## config.mk

```make
export PLATFORM = sky130hd
export DESIGN_NAME = gbci_ctrl
export DESIGN_NICKNAME = d
export VERILOG_FILES = /design/src/hdl/gyro_bias_calibrated_integrator_unit_macros.svh /design/src/hdl/gbci_pkg.sv /design/src/hdl/gbci_ctrl.sv
export SDC_FILE = /design/constraint.sdc
export NUM_CORES = 1
export LEC_CHECK = 0
export ABC_AREA = 1
export BUFFER_PORTS_ARGS = -buffer_cell sky130_fd_sc_hd__buf_4
export CAP_MARGIN = 40
export CORE_UTILIZATION = 49
export CTS_CLUSTER_SIZE = 10
export DETAILED_ROUTE_END_ITERATION = 10
export PLACE_DENSITY = 0.75
export REMOVE_ABC_BUFFERS = 1
export SLEW_MARGIN = 15
export SYNTH_ARGS = -nofsm -noshare
export SYNTH_HDL_FRONTEND = slang
export SYNTH_SLANG_ARGS = --single-unit
export TNS_END_PERCENT = 100
```

## constraint.sdc

```tcl
create_clock -name clock -period 1.4 [get_ports clock]
set_input_delay 0.28 -clock clock [delete_from_list [all_inputs] [get_ports clock]]
set_output_delay 0.28 -clock clock [all_outputs]
set_load 0.005 [all_outputs]
```

## src/hdl/gyro_bias_calibrated_integrator_unit_macros.svh

```systemverilog
// Assertion macros for the gyro integrator top level.
`ifndef GYRO_BIAS_CALIBRATED_INTEGRATOR_UNIT_MACROS_SVH
`define GYRO_BIAS_CALIBRATED_INTEGRATOR_UNIT_MACROS_SVH

// Consequent must hold in the same cycle as the antecedent.
`define GBCI_ASSERT_SAME(lbl, ante, cons, msg) \
   lbl: assert property (@(posedge clock) disable iff (reset) (ante) |-> (cons)) \
      else $error(msg);

// Consequent must hold in the cycle after the antecedent.
`define GBCI_ASSERT_NEXT(lbl, ante, cons, msg) \
   lbl: assert property (@(posedge clock) disable iff (reset) (ante) |=> (cons)) \
      else $error(msg);

`endif

```

## src/hdl/gbci_pkg.sv

```systemverilog
// Types, constants and codes shared by the gyro integrator modules.
package gbci_pkg;

   localparam int SAMPLE_BITS_DEF = 16;
   localparam int AXES            = 3;
   localparam int AXIS_W          = 2;
   localparam int ANGLE_W         = 32;
   localparam int TIME_W          = 16;
   localparam int CSR_DATA_W      = 16;
   localparam int CMD_W           = 2;
   localparam int PROD_W          = 2 * ANGLE_W;
   localparam int DIV_W           = 20;
   localparam int DIV_DIGIT_BITS  = 4;
   localparam int DIV_STEPS       = PROD_W / DIV_DIGIT_BITS;
   localparam int DIV_CNT_W       = $clog2(DIV_STEPS);

   localparam logic [DIV_W-1:0]      RATE_DIVISOR      = 20'd1000000;
   localparam logic [CSR_DATA_W-1:0] RATE_SCALE_RESET  = 16'd1;
   localparam logic [CSR_DATA_W-1:0] CAL_SAMPLES_RESET = 16'd1000;

   typedef enum logic [CMD_W-1:0] {
      OP_INTEGRATE  = 2'd0,
      OP_START_CAL  = 2'd1,
      OP_ACCUM      = 2'd2,
      OP_FINISH_CAL = 2'd3
   } op_type;

   typedef enum logic [0:0] {
      CSR_RATE_SCALE  = 1'b0,
      CSR_CAL_SAMPLES = 1'b1
   } csr_index_type;

   typedef enum logic [3:0] {
      ST_IDLE,
      ST_CLEAR,
      ST_ACCUM,
      ST_FACTOR,
      ST_OPERAND,
      ST_DIVIDEND,
      ST_DIVIDE,
      ST_STORE,
      ST_EMIT
   } state_type;

   typedef struct packed {
      logic              capture;
      logic              clear_all;
      logic              accumulate;
      logic              load_factor;
      logic              load_operand;
      logic              load_dividend;
      logic              div_step;
      logic              store_axis;
      logic              load_out;
      logic              finish;
      logic [AXIS_W-1:0] axis;
   } cmd_type;

endpackage

```

## src/hdl/gbci_ctrl.sv

```systemverilog
// Sequencer for the gyro integrator: walks axes and divider steps per word.
module gbci_ctrl (
   input  logic             clock,
   input  logic             reset,
   input  logic             req_valid,
   input  gbci_pkg::op_type req_op,
   output logic             req_ready,
   input  logic             rsp_ready,
   output logic             rsp_valid,
   output gbci_pkg::cmd_type cmd
);
   import gbci_pkg::*;

   state_type              state_ff, state_in;
   op_type                 op_ff, op_in;
   logic [AXIS_W-1:0]      axis_ff, axis_in;
   logic [DIV_CNT_W-1:0]   div_cnt_ff, div_cnt_in;
   logic                   rsp_valid_ff, rsp_valid_in;
   logic                   out_free;

   assign out_free  = !rsp_valid_ff || rsp_ready;
   assign req_ready = (state_ff == ST_IDLE);
   assign rsp_valid = rsp_valid_ff;

   always_ff @(posedge clock) begin
      if (reset) begin
         state_ff     <= ST_IDLE;
         op_ff        <= OP_INTEGRATE;
         axis_ff      <= '0;
         div_cnt_ff   <= '0;
         rsp_valid_ff <= 1'b0;
      end else begin
         state_ff     <= state_in;
         op_ff        <= op_in;
         axis_ff      <= axis_in;
         div_cnt_ff   <= div_cnt_in;
         rsp_valid_ff <= rsp_valid_in;
      end
   end

   always_comb begin
      state_in     = state_ff;
      op_in        = op_ff;
      axis_in      = axis_ff;
      div_cnt_in   = div_cnt_ff;
      rsp_valid_in = rsp_valid_ff && !rsp_ready;
      cmd          = '0;
      cmd.finish   = (op_ff == OP_FINISH_CAL);
      cmd.axis     = axis_ff;

      case (state_ff)
         ST_IDLE: begin
            if (req_valid) begin
               cmd.capture = 1'b1;
               op_in       = req_op;
               axis_in     = '0;
               case (req_op)
                  OP_START_CAL:  state_in = ST_CLEAR;
                  OP_ACCUM:      state_in = ST_ACCUM;
                  OP_INTEGRATE:  state_in = ST_FACTOR;
                  OP_FINISH_CAL: state_in = ST_OPERAND;
                  default:       state_in = ST_IDLE;
               endcase
            end
         end
         ST_CLEAR: begin
            cmd.clear_all = 1'b1;
            state_in      = ST_EMIT;
         end
         ST_ACCUM: begin
            cmd.accumulate = 1'b1;
            state_in       = ST_EMIT;
         end
         ST_FACTOR: begin
            cmd.load_factor = 1'b1;
            state_in        = ST_OPERAND;
         end
         ST_OPERAND: begin
            cmd.load_operand = 1'b1;
            state_in         = ST_DIVIDEND;
         end
         ST_DIVIDEND: begin
            cmd.load_dividend = 1'b1;
            div_cnt_in        = '0;
            state_in          = ST_DIVIDE;
         end
         ST_DIVIDE: begin
            cmd.div_step = 1'b1;
            div_cnt_in   = div_cnt_ff + 1'b1;
            if (div_cnt_ff == DIV_CNT_W'(DIV_STEPS - 1)) begin
               state_in = ST_STORE;
            end
         end
         ST_STORE: begin
            cmd.store_axis = 1'b1;
            if (axis_ff == AXIS_W'(AXES - 1)) begin
               state_in = ST_EMIT;
            end else begin
               axis_in  = axis_ff + 1'b1;
               state_in = ST_OPERAND;
            end
         end
         ST_EMIT: begin
            // hold until the output register has room
            if (out_free) begin
               cmd.load_out = 1'b1;
               rsp_valid_in = 1'b1;
               state_in     = ST_IDLE;
            end
         end
         default: state_in = ST_IDLE;
      endcase
   end

endmodule

```

* Yosys cells after proc, flatten, opt, wreduce, memory -nomap -nowiden *
Index checks and enable logic that the tools add are counted.

storage, ports and cells
  register bits after elaboration = 13
  latch bits = 0
  memory bits (writable) = 0
  bits in read-only memories = 0
  input bits = 6
  output and inout port bits = 14
  word-level logic and storage cells = 60
  memories = 0

operators by class
  add/subtract/negate cells = 2
  multipliers = 0
  div/mod/pow operators = 0
  magnitude comparators = 0
  equality and inequality tests = 18
  shifts and indexed selects = 0
  muxes and demuxes = 23
  bitwise operators = 0
  reduce and logical (&&, ||, !) cells = 12

operators by type and width
  operator                                                                count
  4-bit one-hot mux with 8 select lines                                   1
  4-bit by 3-bit equality test with 1-bit output (second input constant)  4
  4-bit two-way mux                                                       4
  4-bit one-hot mux with 4 select lines                                   1
  1-bit two-way mux                                                       13
  2-bit equality test (second input constant)                             4
  4-bit by 2-bit equality test with 1-bit output (second input constant)  2
  4-bit equality test (second input constant)                             2
  2-bit != test (second input constant)                                   4
  4-bit one-hot mux with 2 select lines                                   1
  3-bit AND reduction                                                     2
  4-bit by 1-bit adder with 4-bit output (second input constant)          1
  4-bit by 1-bit equality test with 1-bit output (second input constant)  1
  4-bit logical NOT                                                       1
  2-bit two-way mux                                                       2
  2-bit one-hot mux with 2 select lines                                   1
  2-bit nonzero test                                                      2
  2-bit by 1-bit adder with 2-bit output (second input constant)          1
  2-bit by 1-bit equality test with 1-bit output (second input constant)  1
  1-bit logical NOT                                                       2
  2-bit logical NOT                                                       1
  2-bit AND reduction                                                     1
  2-bit OR reduction                                                      1
  1-bit logical AND                                                       1
  1-bit logical OR                                                        1

* Depth between registers and ports, before layout *
Gate-level depths: netlist of run 1.

  depth in word-level cells = 4
  depth in mapped cells = 9
  gate-level depth less buffers = 9

* Worst setup path after synthesis of run 1 *
Ideal clock, no wire load.

  path type = flip-flop to flip-flop
  start point = reg axis_ff[0]
  end point = reg axis_ff[1]
  library setup time = 0.063 ns
  data arrival time = 1.067 ns
  data required time = 1.337 ns
  setup slack = 0.270 ns
  cell stages (with the launch flop) = 7
  buffers on the path = 0
  period minus slack after synthesis = 1.130 ns
  cells stage by stage = dfxtp_1 inv_1 ha_1 or2_1 nand3_1 nand2_1 nor2_2

between the ends
  longest elaborated chain between the ends = 3
  elaborated cells between the ends (all ways) = 6
  classes of those cells = add/sub (1); eq/ne (2); mux (2); reduce/logical (1)

RTL lines
  element                                                                               RTL line                          source
  from (decl)                                                                           gbci_ctrl.sv:16                   logic [AXIS_W-1:0] axis_ff, axis_in;
  from (signal assigned)                                                                gbci_ctrl.sv:35                   axis_ff <= axis_in;
  2-bit by 1-bit adder with 2-bit output / 2-bit equality test (equally long branches)  gbci_ctrl.sv:99, gbci_ctrl.sv:96
  2-bit two-way mux / 2-bit != test (equally long branches)                             --
  2-bit one-hot mux with 2 select lines / 3-bit AND reduction (equally long branches)   --

Parallel ways exist; a longest one is shown, timed or not. The select of a mux whose other input is x is not followed.
A chain may end at the register's enable or synchronous reset.

==> results of run 1 <==
## metrics by stage
stage / setup slack, ps / TNS, ps / std cells / hold WS (ps) / util
2_1_floorplan: 271 / 0 / 115 / 347 / -
3_3_place_gp: 146 / 0 / 149 / 480 / 0.664
3_5_place_dp: 130 / 0 / 149 / 480 / 0.664
4_1_cts: -53.1 / -212 / 164 / 190 / 0.791
5_1_grt: -153 / -1050 / 168 / 198 / 0.838
6_report: -120 / -495 / 168 / 198 / 0.838
## cells in the final DEF, fill, tap and decap left out, drive strengths merged, types with 3 or more instances in the layout
| cell | n |
|---|---|
| a21oi | 8 |
| buf | 34 |
| clkbuf | 4 |
| dfxtp | 13 |
| nand2 | 29 |
| o21ai | 3 |
| nor2 | 22 |
| nand3 | 11 |
| inv | 21 |
## synthesized netlist by cell type
cell type,n,share of area
nor3_1,1,0.0068
a21oi_1,8,0.054
nor2_4,1,0.015
clkbuf_1,1,0.0051
nand2_2,4,0.034
nand2_1,25,0.13
inv_1,15,0.076
nor2_2,4,0.034
dfxtp_1,13,0.35
and3_1,1,0.0085
nand3_1,11,0.075
nor2_1,17,0.086
o21ai_1,3,0.020
a41oi_1,1,0.012
or2_2,1,0.0085
inv_2,5,0.025
clkinv_2,1,0.0068
ha_1,2,0.034
or2_1,1,0.0085
nand3b_1,1,0.010
## layout make-up
type	count	area [sq um]	area share
clock buffers	4	26.3	0.0232
inverters	21	86.3	0.0763
multi-input cells	81	447	0.395
flip-flops and latches	13	275	0.243
well taps	15	18.8	0.0166
repair buffers	34	278	0.246
## path summary, 6_finish.rpt
path                              start                    endpoint  slack (ps)
max reg2reg    state_ff[0]$_SDFFE_PP0P_    state_ff[2]$_SDFFE_PP0P_          20
min reg2reg  div_cnt_ff[3]$_SDFFE_PP0P_  div_cnt_ff[3]$_SDFFE_PP0P_         490
max            state_ff[0]$_SDFFE_PP0P_                     cmd[11]        -120
min                           req_valid       op_ff[1]$_SDFFE_PP0P_         200
## routing by layer
metal,track usage,vias up,part of all wire
li1,-,433,-
met1,0.271,412,0.40
met2,0.473,29,0.53
met3,0.0598,7,0.043
met4,0.183,0,0.027
met5,0,-,0
## logic make-up after synthesis
logic type      Yosys count  synth area share
fa+ha+maj                 2            0.0339
buf+inv                  22             0.114
simple gates             67             0.414
flops                    13             0.353
compound gates           12            0.0864
## where the power goes
group          total [W]  leakage, nW  switching (W)  internal, W
Clock           0.000250       0.0150       0.000138     0.000111
Combinational   0.000806        0.496       0.000419     0.000387
Sequential      0.000510        0.109      0.0000695     0.000440
## sequential cells by signal, summed over array words and instances (netlist names)
signal,flops
div_cnt_ff,4
state_ff,4
axis_ff,2
op_ff,2
rsp_valid,1
## what timing repair did
action | CTS | global route
pin swaps | 8 | 6
resized for setup | 23 | 12
setup buffers | 11 | 5
setup endpoints to repair | 10 | 12
==> results, run 1 <==
- The flow ran to the end, but the final reports show violations.
- The checks that failed: negative setup slack.
- Data on the critical path is required at its endpoint by 1120 ps.
- The layout overhead on the synthesized area is 53.2%.
- Setup repair after global routing could not meet its margin everywhere.
- The critical path goes through nor2_4, nand2_4, inv_4, nand2_4, inv_2, buf_6.
- The mean instance size in the synthesized netlist is 6.36 sq um.
- In the final layout, the share of cells above drive strength 1 is 0.444.
- STA classifies the critical path endpoint as an output pin.
- The core region is around 1400 sq um.
- The distinct cell type count of the synthesized netlist is 20.
- The first-pass iteration count of the detailed router is 4.
- The global route total overflow is 0.
- The part of the cycle the worst path needs is 1.09.
- Routability-driven placement finished with a final weighted congestion of 0.780.
- The number of hold violations in the final report is 0.
- Once placement finished, the instance area stood at 896 sq um.
- The slew at the pin closest to its max-slew limit is 232 ps.
- The routed wire length per instance is 13.0 um.
- The antenna diode count is 0.
- STA classifies the critical path startpoint as a flip-flop.
- The initial cell density of the core is 0.547.
- The number of design rule violations left after detail routing is 0.
- Power comes to 0.00157 W.
- The critical path contains buffers and inverters numbering 3 combined.
- Grouping stages by cell kind, the critical path spends the most delay in flip-flops.
- The clock insertion delay at the later pin of the skew report is 290 ps.
- The sequential element share of the synthesized area is 0.353.
- The slowest stage of the critical path belongs to the cell dfxtp_4.
- The mean number of vias per cell is roughly 5.2.
- The initial antenna violation count is 0.
- For the finished layout, the period the worst path requires is 1520 ps.
- The die height is 40.8 um.
- The number of setup violations in the final report is 8.
- Counting buffers and inverters, the worst setup path is 6 cells deep.
- Dividing total power by cell area gives a power density of 1380 nW/um^2.
- The violation count after the first detailed-routing iteration is 20.
- The clock tree root driver cell is clkbuf_4.
- Yosys printed 0 warnings.
- The slack of the critical path is -120 ps.
- The first global-routing pass estimated 2810 um of wire.
- Summed over all nets, the half-perimeter wirelength after detailed placement is 1290 um.
- Across the VDD grid, the largest voltage drop is 898 uV.
- Derived from the worst setup path, the maximum achievable clock frequency is 658 MHz.
- The count of nets left with antenna violations once routing finished came out at 0.
- The TritonCTS buffer count is 3.
- The die area is roughly 1700 sq um.
- The number of placed I/O pins is 20.
- The cell with the most instances on the worst path is nand2_4.
- In this run the tightest slew margin relative to its limit is 0.845.
- The final layout contains 162 nets.
- The total of fill cells in the finished design is 87.
- The largest net degree at the start of global routing is 10.
- The leakage power is 0.620 nW.
- The number of storage elements in the synthesis netlist is 13.
- The maximum count of clock buffers along a single path is 2.
- The instance count of the mapped netlist is 116.
- On the final layout, the worst clock skew is around 7.7 ps.
- The kind of path behind the tightest hold check is input pin to flip-flop.
- The number of cells on the worst reg-to-reg path is 8.
- The total global-route track usage is 0.266.
- The clock slew seen by the registers of the worst setup and hold paths is about 90 ps.
- The die boundary width is 40.8 um.
- The critical-path maximum fanout is 5.
- The depth of the worst hold-timing path is 2.
- The post-cts hold buffer count is 0.
- The clock tree from TritonCTS is built.
- The finished cells cover 1130 sq um.
- The number of buffers inserted by port buffering is 19.
- For this run, the slowest stage of the critical path takes 380 ps.
- The max capacitance violation total is 0.
- The floorplan has 13 rows.
- The worst setup path is of the flip-flop to output pin kind.
- The via count of the first global-routing pass is 715.
- The total number of vias is 881.
- The cell area that synthesis handed to floorplanning was 738 sq um.
- The number of H-tree levels is 1.
- The number of slew-limit violations in the final report is 0.
- The arrival time at the worst endpoint is 1240 ps.
- The number of clock sinks seen by CTS is 13.
- Summed over all layers, the routed wires come to 2190 um.
No activity file was read; power rests on OpenSTA's default activity.
==> inputs of run 2 (changes only) <==
BUFFER_PORTS_ARGS = unset   (was -buffer_cell sky130_fd_sc_hd__buf_4)
CORE_UTILIZATION = 50   (was 49)
DONT_BUFFER_PORTS = 1   (was unset)
PLACE_DENSITY = 0.65   (was 0.75)
==> run 2 against run 1 <==
The flow still finishes with violations (negative setup slack). Clock power down 4%. Design area down 20%. Via count down 13%. Critical path type unchanged. Highest routed layer unchanged.
==> results, run 2 (synthesis gave the netlist of run 1 again) <==
- The first routing iteration left 21 violations.
- The net count of the finished layout is roughly 140.
- The clock slew seen by the registers of the worst setup and hold paths is 80 ps.
- For this run, the top clock speed supported by timing is 705 MHz.
- The number of hold violations in the final report came to 0.
- The area of the core region is around 1300 sq um.
- The slew at the pin closest to its max-slew limit is about 270 ps.
- The die is between 40 and 50 um tall.
- The class of the most critical setup path is flip-flop to output pin.
- The worst hold path startpoint is reset.
- Timing analysis after detailed placement gives a worst setup slack of 170 ps.
- The run finished, with violations left.
- The clock tree root driver cell is clkbuf_4.
- The arrival time at the worst endpoint is 1140 ps.
- Setup repair after global routing could not meet its margin everywhere.
- The initial cell density of the core is 0.553.
- The slack of the critical path is -18.5 ps.
- The routed layout has 769 vias.
- The final reports fail on negative setup slack.
- The hold path endpoint is state_ff[1]$_SDFFE_PP0P_.
- The remaining number of nets flagged by the antenna check after routing is 0.
- The kind of end point of the critical path is an output pin.
- The post-detailed-routing wire length is 1780 um.
- After detailed routing, the number of vias per cell comes to 5.42.
- The number of slew-limit violations in the final report came to 0.
- Measured in cells, the most critical reg-to-reg path has a length of 8.
- The via count of the first global-routing pass came to 574.
- The detailed-placement wirelength estimate is 1160 um.
- Measured along the x axis, the die boundary spans ~40 um.
- CTS built an H-tree with a depth of 1.
- The layout overhead on the synthesized area is 23.2%.
- For this run, design rule violations remaining after detail routing come to 0.
- After detailed routing, the average wire length per cell comes to roughly 13 um.
- The most common cell after layout, fill and taps aside is nand2_1.
- The largest registers in the layout are div_cnt_ff (4), state_ff (4).
- During placement, the flow inserted port buffers numbering 0.
- The kind of path behind the tightest hold check is input pin to flip-flop.
- The tree built by TritonCTS fans out to 13 sinks.
- In the final layout, the share of cells above drive strength 1 is 0.291.
- The largest voltage drop on the vdd net is 971 uV.
- The depth of the worst hold-timing path is 1.
- In the finished design, the share of the clock period the worst path needs comes to 1.01.
- The floorplan step defined a die boundary enclosing 1630 sq um.
- The tool flagged a number of max-cap violations equal to 0.
- The final-layout worst hold slack is roughly 52 ps.
- Hold repair after CTS inserted 0 buffers.
- Clock tree synthesis inserted a total of 3 buffers.
- The routed design could run at a clock period as short as 1420 ps.
- The final setup skew is 2.02 ps.
- The initial antenna violation count was 0.
- The worst pin sits at a relative slew slack of 0.821.
- The worst register-to-register path ends at axis_ff[1]$_SDFFE_PP0P_.
- The total of fill cells in the finished design is 127.
- The reg2reg setup slack is 60 ps.
- The site row count is 13.
- During I/O placement, the number of pins put on the boundary was 20.
- The clock insertion delay at the later pin of the skew report is 280 ps.
- The largest net degree at the start of global routing is 10.
- The first-pass GRT wire length is 2390 um.
- For this design the static power due to leakage is 0.487 nW.
- For this run, the total global-route usage over all layers was measured as 0.233.
- The startpoint class of the critical path is a flip-flop.
- The total power divided by cell area is between 1000 and 1500 nW/um^2.
- The top cell types in the final layout, fill and taps aside, are 23 x nand2_1, 14 x inv_1, 14 x nor2_1.
- No sink is reached through more buffers than the 2 on the longest clock path.
- TritonCTS built the clock tree.
- The reg-to-reg startpoint is state_ff[2]$_SDFFE_PP0P_.
- STA puts the critical path data required time at 1120 ps.
- The first detailed-routing pass took 4 iterations.
- The final-layout setup total negative slack is -47.1 ps.
- Routability-driven placement finished with a final weighted congestion of 0.842.
- Along the worst path, the maximum fanout reaches 6.
- The antenna diode count is 0.
- The global route total overflow is 0.
- Setup violations remaining at the end of the flow were counted as 3.
-- run 2: area by class of cell --
type                            count  area, sq um  area share
Timing Repair Buffer                8         63.8      0.0702
Tap cell                           15         18.8      0.0206
Inverter                           21         86.3      0.0949
Clock buffer                        4         26.3      0.0289
Sequential cell                    13          273       0.300
Multi-Input combinational cell     81          442       0.486
-- run 2: how the worst max path moves through the flow --
stage | startpoint | endpoint | slack [ps] | depth (start not counted)
6_report | state_ff[2]$_SDFFE_PP0P_ | cmd[7] | -20 | 4
5_1_grt | state_ff[2]$_SDFFE_PP0P_ | cmd[7] | -80 | 4
4_1_cts | state_ff[2]$_SDFFE_PP0P_ | cmd[11] | -20 | 5
3_5_place_dp | state_ff[2]$_SDFFE_PP0P_ | axis_ff[1]$_SDFFE_PP0P_ | 170 | 9
3_3_place_gp | state_ff[2]$_SDFFE_PP0P_ | axis_ff[1]$_SDFFE_PP0P_ | 170 | 9
2_1_floorplan | axis_ff[0]$_SDFFE_PP0P_ | axis_ff[1]$_SDFFE_PP0P_ | 270 | 6
-- run 2: power by group --
group,leakage (nW),internal [W],switching [W]
sequential,0.109,0.000439,0.0000686
combinational,0.363,0.000217,0.000334
clock,0.0150,0.000111,0.000129
total,0.487,0.000766,0.000532
-- run 2: what timing repair did --
item                                    in CTS  in global routing
endpoints found under the setup margin       4                 11
pin swaps                                    2                  9
buffers inserted                             2                  6
endpoints found under the hold margin        0                  0
resized for setup                           14                 10
-- run 2: metal layers --
layer | global-route usage | up-vias | part of all wire
li1 | - | 388 | -
met1 | 0.247 | 351 | 0.42
met2 | 0.393 | 28 | 0.51
met3 | 0.106 | 2 | 0.062
met4 | 0.100 | 0 | 0.0062
met5 | 0 | - | 0
-- run 2: per-stage QoR --
stage / utilization / total power, W / instances / cell area [sq um]
after floorplan: - / 0.000810 / 115 / 734
after CTS: 0.628 / 0.00119 / 136 / 837
after global routing: 0.682 / 0.00141 / 142 / 910
after detailed placement: 0.565 / 0.000881 / 130 / 753
after global placement: 0.565 / 0.000873 / 130 / 753
final: 0.682 / 0.00130 / 142 / 910
-- run 2: critical path, cell delays in order, from the launching register on --
cell     delay, ps
dfxtp_4        380
inv_2           50
nor2_4         220
nand2_1        120
inv_1           80
==> inputs of run 3 (changes only) <==
CELL_PAD_IN_SITES_DETAIL_PLACEMENT = 0   (was unset)
CELL_PAD_IN_SITES_GLOBAL_PLACEMENT = 1   (was unset)
CORE_UTILIZATION = 40   (was 50)
GPL_TIMING_DRIVEN = 0   (was unset)
PLACE_DENSITY = 0.74   (was 0.65)
==> run 3 against run 2 <==
The flow now finishes without violations. Core utilization decreased by 15 points. Clock skew decreased by 0.68 ps. First-iteration DRC count decreased by 57%. Power increased by 0.42%. Via count decreased by 5.6%. Global-route usage decreased by 6.3 points. Hold slack improved by 2.6 ps. Combinational power increased by 2%. Final cell count increased by 7.0%. Sequential cell count unchanged. Critical endpoint is now cmd[11]. Highest routed layer unchanged.
==> results, run 3 (synthesis gave the netlist of run 1 again) <==
- After detailed routing, the number of remaining DRC violations is 0.
- The via count of the first global-routing pass is 618.
- STA classifies the critical path startpoint as a flip-flop.
- The number of setup violations in the final report is 0.
- Clock skew on the completed layout was measured at 1.35 ps.
- In the layout the commonest cells are 21 x nand2_1, 17 x nor2_1, 14 x inv_1.
- At the pin with the least slew margin, the transition time is around 220 ps.
- The post-detailed-routing wire length is 1640 um.
- The final-layout setup total negative slack is 0 ps.
- Measured against its own limit, the worst slew margin works out to 0.854.
- The tool flagged a number of max-cap violations equal to 0.
- The clock insertion delay at the later pin of the skew report is 280 ps.
- Setup slack closes at about 9.6 ps.
- On the critical path, the stage with the largest delay is an instance of dfxtp_4.
- The kind of path behind the tightest hold check is input pin to flip-flop.
- The number of clock sinks seen by CTS is 13.
- The required time at the worst-slack endpoint is 1120 ps.
- The final layout contains between 100 and 150 nets.
- Counting along the longest clock path gives a buffer depth of 2.
- The clock slew seen by the registers of the worst setup and hold paths is 80 ps.
- The total global-route track usage is 0.170.
- The largest voltage drop on the vdd net is 749 uV.
- The first-pass iteration count of the detailed router is 4.
- In this run the power density over the cells is 1420 nW/um^2.
- The critical-path maximum fanout is 4.
- The number of H-tree levels is 1.
- The largest registers in the layout are div_cnt_ff (4), state_ff (4).
- The weighted congestion reported at the end of routability-driven placement is 0.772.
- The core region is between 1500 and 2000 sq um.
- The flow ran to the end, and the final reports show no timing, DRC or antenna violations.
- Total power for the finished layout comes to approximately 0.0013 W.
- Of the cells placed in the final design, the portion with a size suffix greater than 1 is 0.283.
- For this configuration, the core starts out at a cell density of 0.428.
- The first global-routing pass estimated 2480 um of wire.
- The finished layout holds 152 standard cells, fillers aside.
- The tree is rooted in a clkbuf_4.
- TritonCTS built the clock tree.
- The site row count is 15.
- The critical path is of the flip-flop to output pin type.
- The detailed-placement wirelength estimate is 1170 um.
- The largest stage delay on the critical path is 360 ps.
- Setup repair after global routing could not meet its margin everywhere.
- The count of nets left with antenna violations once routing finished came out at 0.
- The signal on the critical path passes through nor2_4, nand2_4, inv_4, nand2_4, inv_4.
- The kind of end point of the critical path is an output pin.
- Subtracting the final worst setup slack from the clock period gives 1390 ps.
- The die height is 45.0 um.
- The number of slew-limit violations in the final report is 0.
- The floorplan step defined a die boundary enclosing 2020 sq um.
- From synthesis to final layout, the design area changed by 24.1%.
- The area of the multi-input gates is 434 sq um.
- The initial antenna violation count is 0.
- Pin placement for this block handled 20 I/O pins.
- For this block, the via count after detailed routing is 726.
- The post-placement cell count is 140.
- The number of buffers inserted by port buffering is 0.
- Fill cells in the final layout number approximately 180.
- Leaving out fill and tap cells, the most frequent cell in the layout is nand2_1.
- The arrival time at the worst endpoint is 1110 ps.
- Registers take 270 sq um.
- The global route total overflow is 0.
- The largest net degree at the start of global routing is 10.
- Final hold analysis gives a worst-case slack of 54.4 ps.
- The die boundary width is 45.0 um.
- The violation count after the first detailed-routing iteration is 9.
- The TritonCTS buffer count is 3.
- The part of the cycle the worst path needs is 0.993.
- The routed wire length per instance is approximately 11 um.
- Based on the critical path, the design can be clocked at up to 719 MHz.
- The mean number of vias per cell is 4.78.
- The repair_antennas step left the layout with diodes totalling 0.
- The leakage power is 0.474 nW.
- The pre-CTS setup slack is 177 ps.
- The number of hold violations in the final report came to 0.
[run 3: layout make-up]
class / instances / share of cell area
multi-input cells: 81 / 0.474
well taps: 25 / 0.0342
flip-flops and latches: 13 / 0.295
repair buffers: 8 / 0.0738
clock buffers: 4 / 0.0287
inverters: 21 / 0.0943
[run 3: what timing repair did]
action | in CTS | in global routing
gates resized for setup | 12 | 10
hold buffers | 0 | 0
pin swaps | 2 | 4
setup endpoints to repair | 4 | 7
buffers inserted | 1 | 7
gates cloned | 0 | 0
[run 3: path summary, 6_finish.rpt]
kind	start	slack (ps)	cells after the start	end
hold / removal	reset	50	1	state_ff[3]$_SDFFE_PP0P_
hold reg to reg	div_cnt_ff[3]$_SDFFE_PP0P_	490	2	div_cnt_ff[3]$_SDFFE_PP0P_
setup / recovery	state_ff[2]$_SDFFE_PP0P_	10	5	cmd[11]
setup reg to reg	state_ff[2]$_SDFFE_PP0P_	130	8	state_ff[1]$_SDFFE_PP0P_
[run 3: per-layer routing]
metal | routed length (um) | track usage
met1 | 778 | 0.225
met2 | 725 | 0.261
met3 | 102 | 0.0320
met4 | 32 | 0.0909
met5 | 0 | 0
[run 3: critical path: cells and delay by family (launching register included)]
| kind | cells | cell delay, ps |
|---|---|---|
| flip-flops | 1 | 360 |
| AND/OR/NAND/NOR | 3 | 340 |
| buffers and inverters | 2 | 120 |
[run 3: power by group]
part | total, W | leakage, nW | internal [W] | switching [W]
registers | 0.000504 | 0.108 | 0.000437 | 0.0000665
logic | 0.000561 | 0.351 | 0.000238 | 0.000323
clock network | 0.000239 | 0.0150 | 0.000111 | 0.000129
[run 3: metrics by stage]
stage	instance area [sq um]	utilization
6_report	916	0.530
5_1_grt	916	0.530
4_1_cts	835	0.483
3_5_place_dp	766	0.443
3_3_place_gp	766	0.443
2_1_floorplan	734	-
